[config.mk]
export PLATFORM = sky130hd
export DESIGN_NAME = bat_ctrl
export DESIGN_NICKNAME = d
export VERILOG_FILES = /design/src/design/bat_pkg.sv /design/src/design/bat_ctrl.sv
export SDC_FILE = /design/constraint.sdc
export NUM_CORES = 1
export LEC_CHECK = 0
export BUFFER_PORTS_ARGS = -buffer_cell sky130_fd_sc_hd__buf_2
export CORE_AREA = 4 4 41 43
export DETAILED_ROUTE_END_ITERATION = 10
export DIE_AREA = 0 0 45 47
export SYNTH_ARGS = -nofsm -noshare
export SYNTH_HDL_FRONTEND = slang
export SYNTH_SLANG_ARGS = --single-unit
[constraint.sdc]
create_clock -name clock -period 1.6 [get_ports clock]
set_clock_uncertainty 0.15 [all_clocks]
set_input_delay 0.16 -clock clock [delete_from_list [all_inputs] [get_ports clock]]
set_output_delay 0.16 -clock clock [all_outputs]
set_load 0.01 [all_outputs]
[src/design/bat_pkg.sv]
package bat_pkg;

   localparam int BAT_LEVELS          = 10;
   localparam int BAT_MIN_BLOCK_POWER = 4;

   // width of the size class a request needs, covers any 16-bit request
   localparam int NEED_W = 6;

   localparam logic OP_ALLOC = 1'b0;
   localparam logic OP_FREE  = 1'b1;

   typedef enum logic [1:0] {
      STATUS_OK       = 2'd0,
      STATUS_NO_SPACE = 2'd1,
      STATUS_BAD_PTR  = 2'd2
   } status_type;

   typedef struct packed {
      logic        op;
      logic [15:0] request_bytes;
      logic [15:0] free_offset;
   } req_payload_type;

   typedef struct packed {
      logic [1:0]  status;
      logic [12:0] block_offset;
      logic [3:0]  block_class;
      logic [3:0]  largest_free_class;
   } rsp_payload_type;

   typedef enum logic [2:0] {
      ST_CLEAR,
      ST_IDLE,
      ST_CHECK,
      ST_DESC,
      ST_WALK,
      ST_MARK,
      ST_UP,
      ST_FIN
   } state_type;

   typedef struct packed {
      logic       clr_write;
      logic       take;
      logic       fail;
      status_type fail_code;
      logic       read_kids;
      logic       descend;
      logic       walk_up;
      logic       mark;
      logic       up;
      logic       load_out;
   } bat_cmd_type;

   typedef struct packed {
      logic clr_last;
      logic req_free;
      logic req_bad;
      logic root_fits;
      logic kid_fits;
      logic kids_leaf;
      logic node_free;
      logic node_right;
      logic at_root;
      logic parent_root;
      logic out_free;
   } bat_sts_type;

endpackage

[src/design/bat_ctrl.sv]
module bat_ctrl
   import bat_pkg::*;
(
   input  logic        clock,
   input  logic        reset,
   input  logic        req_valid,
   output logic        req_stall,
   input  bat_sts_type sts,
   output bat_cmd_type cmd
);

   state_type state_ff;
   state_type state_in;

   always_ff @(posedge clock) begin
      if (reset) begin
         state_ff <= ST_CLEAR;
      end else begin
         state_ff <= state_in;
      end
   end

   always_comb begin
      state_in = state_ff;
      case (state_ff)
         ST_CLEAR: begin
            if (sts.clr_last) state_in = ST_IDLE;
         end
         ST_IDLE: begin
            if (req_valid) begin
               if (!sts.req_free) state_in = ST_CHECK;
               else if (sts.req_bad) state_in = ST_FIN;
               else state_in = ST_WALK;
            end
         end
         ST_CHECK: begin
            state_in = sts.root_fits ? ST_DESC : ST_FIN;
         end
         ST_DESC: begin
            if (!sts.kid_fits || sts.kids_leaf) state_in = ST_MARK;
         end
         ST_WALK: begin
            if (sts.node_free) state_in = ST_MARK;
            else if (sts.node_right) state_in = ST_FIN;
         end
         ST_MARK: begin
            state_in = sts.at_root ? ST_FIN : ST_UP;
         end
         ST_UP: begin
            if (sts.parent_root) state_in = ST_FIN;
         end
         ST_FIN: begin
            if (sts.out_free) state_in = ST_IDLE;
         end
         default: begin
            state_in = ST_CLEAR;
         end
      endcase
   end

   always_comb begin
      cmd       = '0;
      req_stall = (state_ff != ST_IDLE);
      case (state_ff)
         ST_CLEAR: begin
            cmd.clr_write = 1'b1;
         end
         ST_IDLE: begin
            if (req_valid) begin
               cmd.take = 1'b1;
               if (sts.req_free && sts.req_bad) begin
                  cmd.fail      = 1'b1;
                  cmd.fail_code = STATUS_BAD_PTR;
               end
            end
         end
         ST_CHECK: begin
            if (sts.root_fits) begin
               cmd.read_kids = 1'b1;
            end else begin
               cmd.fail      = 1'b1;
               cmd.fail_code = STATUS_NO_SPACE;
            end
         end
         ST_DESC: begin
            if (sts.kid_fits) cmd.descend = 1'b1;
         end
         ST_WALK: begin
            if (sts.node_free) begin
               cmd = '0;
            end else if (sts.node_right) begin
               // reached a right child or the root without finding the block
               cmd.fail      = 1'b1;
               cmd.fail_code = STATUS_BAD_PTR;
            end else begin
               cmd.walk_up = 1'b1;
            end
         end
         ST_MARK: begin
            cmd.mark = 1'b1;
         end
         ST_UP: begin
            cmd.up = 1'b1;
         end
         ST_FIN: begin
            if (sts.out_free) cmd.load_out = 1'b1;
         end
         default: begin
            cmd = '0;
         end
      endcase
   end

endmodule

==> impl_metrics.tcl <==
set metrics [dict create \
    die_area_um2 2120 \
    place_inst 104 \
    antenna-diode-count 0 \
    reg2regPathDepth 5 \
    worst-slew-pin-transition_ns 0.387 \
    tritoncts.num_buffers 3 \
    register_name_with_the_most_flops "state_ff" \
    layoutNonFillerInstCount 109 \
    grt_pass1_wl_um 2000 \
    gpl.final_weighted_congestion 0.754 \
    global_route.usage.met3 0.0268 \
    max_capacitance_violation_count 0 \
    cts_tree "done" \
    crit_path_end_kind "output pin" \
    synth_flop_cell "sky130_fd_sc_hd__dfxtp_1" \
    pin_count_of_the_biggest_net_entering_global_routing 13 \
    crit_path_required_time_ns 1.29 \
    timing.critical_path.from_type "flip-flop" \
    relSlewSlack 0.735 \
    die_h_um 47 \
    failed_checks "setup timing" \
    io_pins 26 \
    drt-wirelength-per-cell_um 11.6 \
    grt.overflow.total 0 \
    routed_vias 539 \
    share_of_synthesized_area_occupied_by_flip_flops_and_latches 0.133 \
    fp.dieW_um 45 \
    synthCells 60 \
    post_synth_num_cell_types 32 \
    final_min_period_over_clock_period 1.05 \
    top_usage_layer "met2" \
    postRouteWirelength_um 1260 \
    largestRegisters "state_ff (3)" \
    final-hold-violation-count 0 \
    rsz0062_at_grt "yes" \
    critical_path.reg2reg.startpoint "state_ff[2]" \
    r2r_slack_ns 0.07 \
    pleak_nw 0.339 \
    hold_path_class "in2reg" \
    initial_core_util 0.346 \
    htree_levels 1 \
    synth-async-reset-ratio 0 \
    power.switching_fraction 0.403 \
    power.density_cell_area_nw_per_um2 968 \
    clock_insertion_delay_worst_skew_ns 0.23 \
    whs_ns 0.140 \
    run_status "finished, violations left" \
    core.rowCount 13 \
    grt_antenna_before_repair 0 \
    gr-usage-met1 0.156 \
    cts_buffer_depth 2 \
    drive_above_1_share 0.574 \
    port-buffer-count 25 \
    synth-edff-count 0 \
    max_clock_freq_ghz 0.596 \
    placeable_core_region_um2 1300 \
    netlist_area_um2 450 \
    reg2reg_to "state_ff[2]" \
    crit_type "reg2out" \
    largest_register_ff_count 3 \
    fillerInstances 131 \
    flow.area_growth_from_synthesis_pct 54.2 \
    firstDrtPassIters 4 \
    detailedRoute.firstIterationViolations 9 \
    yosysWarningCount 0 \
    grt_util_all_layers 0.125 \
    whs_path_depth 3 \
    antenna_violating_nets_post_route 0 \
    irDropWorstVdd_mv 0.478 \
    power_report.internal_total_w 0.000401 \
    worst_slack_ns -0.0790 \
    postLayoutCoreUtil 0.534 \
    post-route-min-period_ns 1.68 \
    worst-endpoint-arrival_ns 1.37 \
    hold_path.startpoint "reset" \
    viasPerCell 4.94 \
    path_clk_slew_ns 0.04 \
    nets 109 \
    place.detailed.hpwl_um 1020 \
    pwr-share-seq 0.203 \
    drt_drc_violations_left 0 \
    hold-path-endpoint "state_ff[1]" \
    setup_viol 1 \
    power_share_of_the_combinational_group 0.608 \
    pwr-share-clk 0.189 \
    dpl_worst_slack_ns -0.0323 \
    mappedNetlistNets 74 \
    timing_max_transition_violations_final 0 \
    worstPathMaxFanout 3 \
    vias_in_the_first_global_route 491 \
    avg_cell_area_syn_um2 7.51 \
    ys_seq_elements 3 \
    buffer_type_at_the_clock_tree_root "sky130_fd_sc_hd__clkbuf_4" \
    cts.sinks 3 \
    global_route_met2_usage 0.223 \
    power_dissipated_by_switching_net_loads_w 0.000271 \
]
worst max-delay path by stage:
stage / cells past startpoint / slack, ns / endpoint / start
final: 5 / -0.08 / cmd[8] / state_ff[1]
after global placement: 4 / -0.04 / state_ff[2] / state_ff[0]
after CTS: 5 / -0.09 / cmd[8] / state_ff[1]
after global routing: 5 / -0.13 / cmd[8] / state_ff[2]
after detailed placement: 4 / -0.03 / state_ff[2] / state_ff[0]
after floorplan: 5 / 0.05 / cmd[8] / state_ff[2]
worst max-delay path, stage by stage, from the launching register on:
cell and delay, ns:
sky130_fd_sc_hd__dfxtp_4 0.37, sky130_fd_sc_hd__nor2_4 0.04, sky130_fd_sc_hd__and3_4 0.17, sky130_fd_sc_hd__a32o_2 0.24
sky130_fd_sc_hd__or2_1 0.20, sky130_fd_sc_hd__buf_2 0.14
synthesized netlist by cell type, drive strengths merged (2+ instances only):
master	n	area (um2)
dfxtp	3	60.1
nor2	7	33.8
o21ai	3	15.0
nor3	5	30.0
a311oi	2	17.5
nand2	7	26.3
inv	5	18.8
a32o	2	21.3
a21oi	2	10.0
nor3b	2	15.0
buf	4	41.3
nand2b	2	12.5
a21boi	2	15.0
repair_timing:
action                     CTS  global route
setup buffers                1             0
setup endpoints to repair    8             8
hold buffers                 0             0
resized for setup            5             8
pin swaps                    1             0
cell families after synthesis:
logic type,count (synthesis),share of synthesized area
AOI/OAI and AO/OA,17,0.306
buffers and inverters,10,0.142
DFF,3,0.133
and+or+nand+nor,30,0.419
power by group through the flow:
stage / logic [W] / clock network, W / registers (W)
2_1_floorplan: 0.000274 / 0 / 0.000104
3_3_place_gp: 0.000368 / 0 / 0.000133
3_5_place_dp: 0.000370 / 0 / 0.000135
4_1_cts: 0.000386 / 0.000132 / 0.000135
5_1_grt: 0.000447 / 0.000144 / 0.000140
6_report: 0.000409 / 0.000127 / 0.000136
per-layer routing:
metal | wire length (um) | vias up
li1 | - | 288
met1 | 576 | 236
met4 | 0 | 0
met3 | 82 | 0
met5 | 0 | -
met2 | 605 | 15
metrics by stage:
stage / TNS, ns / area [um2] / power, W
floorplan: 0 / 450 / 0.000378
global placement: -0.0444 / 617 / 0.000502
detailed placement: -0.0605 / 617 / 0.000505
CTS: -0.0876 / 659 / 0.000652
global route: -0.138 / 694 / 0.000730
finish: -0.0790 / 694 / 0.000672
final cells by class:
cell class / instances / area, um2 / share of cell area
inverter: 5 / 18.8 / 0.0270
clock buffer: 4 / 26.3 / 0.0378
multi-input combinational: 47 / 359 / 0.517
timing repair buffer: 35 / 200 / 0.288
tap: 15 / 18.8 / 0.0270
sequential: 3 / 71.3 / 0.103
cell usage in the layout, fill, tap and decap left out, drive strengths merged:
cell type / instances
nor2: 7
nand2: 7
clkbuf: 4
buf: 35
o31a: 1
o21ai: 3
inv: 5
nor3b: 2
a221o: 1
a32o: 2
a21oi: 2
o32ai: 1
and2: 1
or2b: 1
nor3: 5
and3: 1
nand2b: 2
a31oi: 1
dfxtp: 3
nor4b: 1
a311oi: 2
a2111oi: 1
or2: 1
nor2b: 1
a21boi: 2
a31o: 1
and3b: 1
Note: power is estimated with default switching activity, not from simulation.
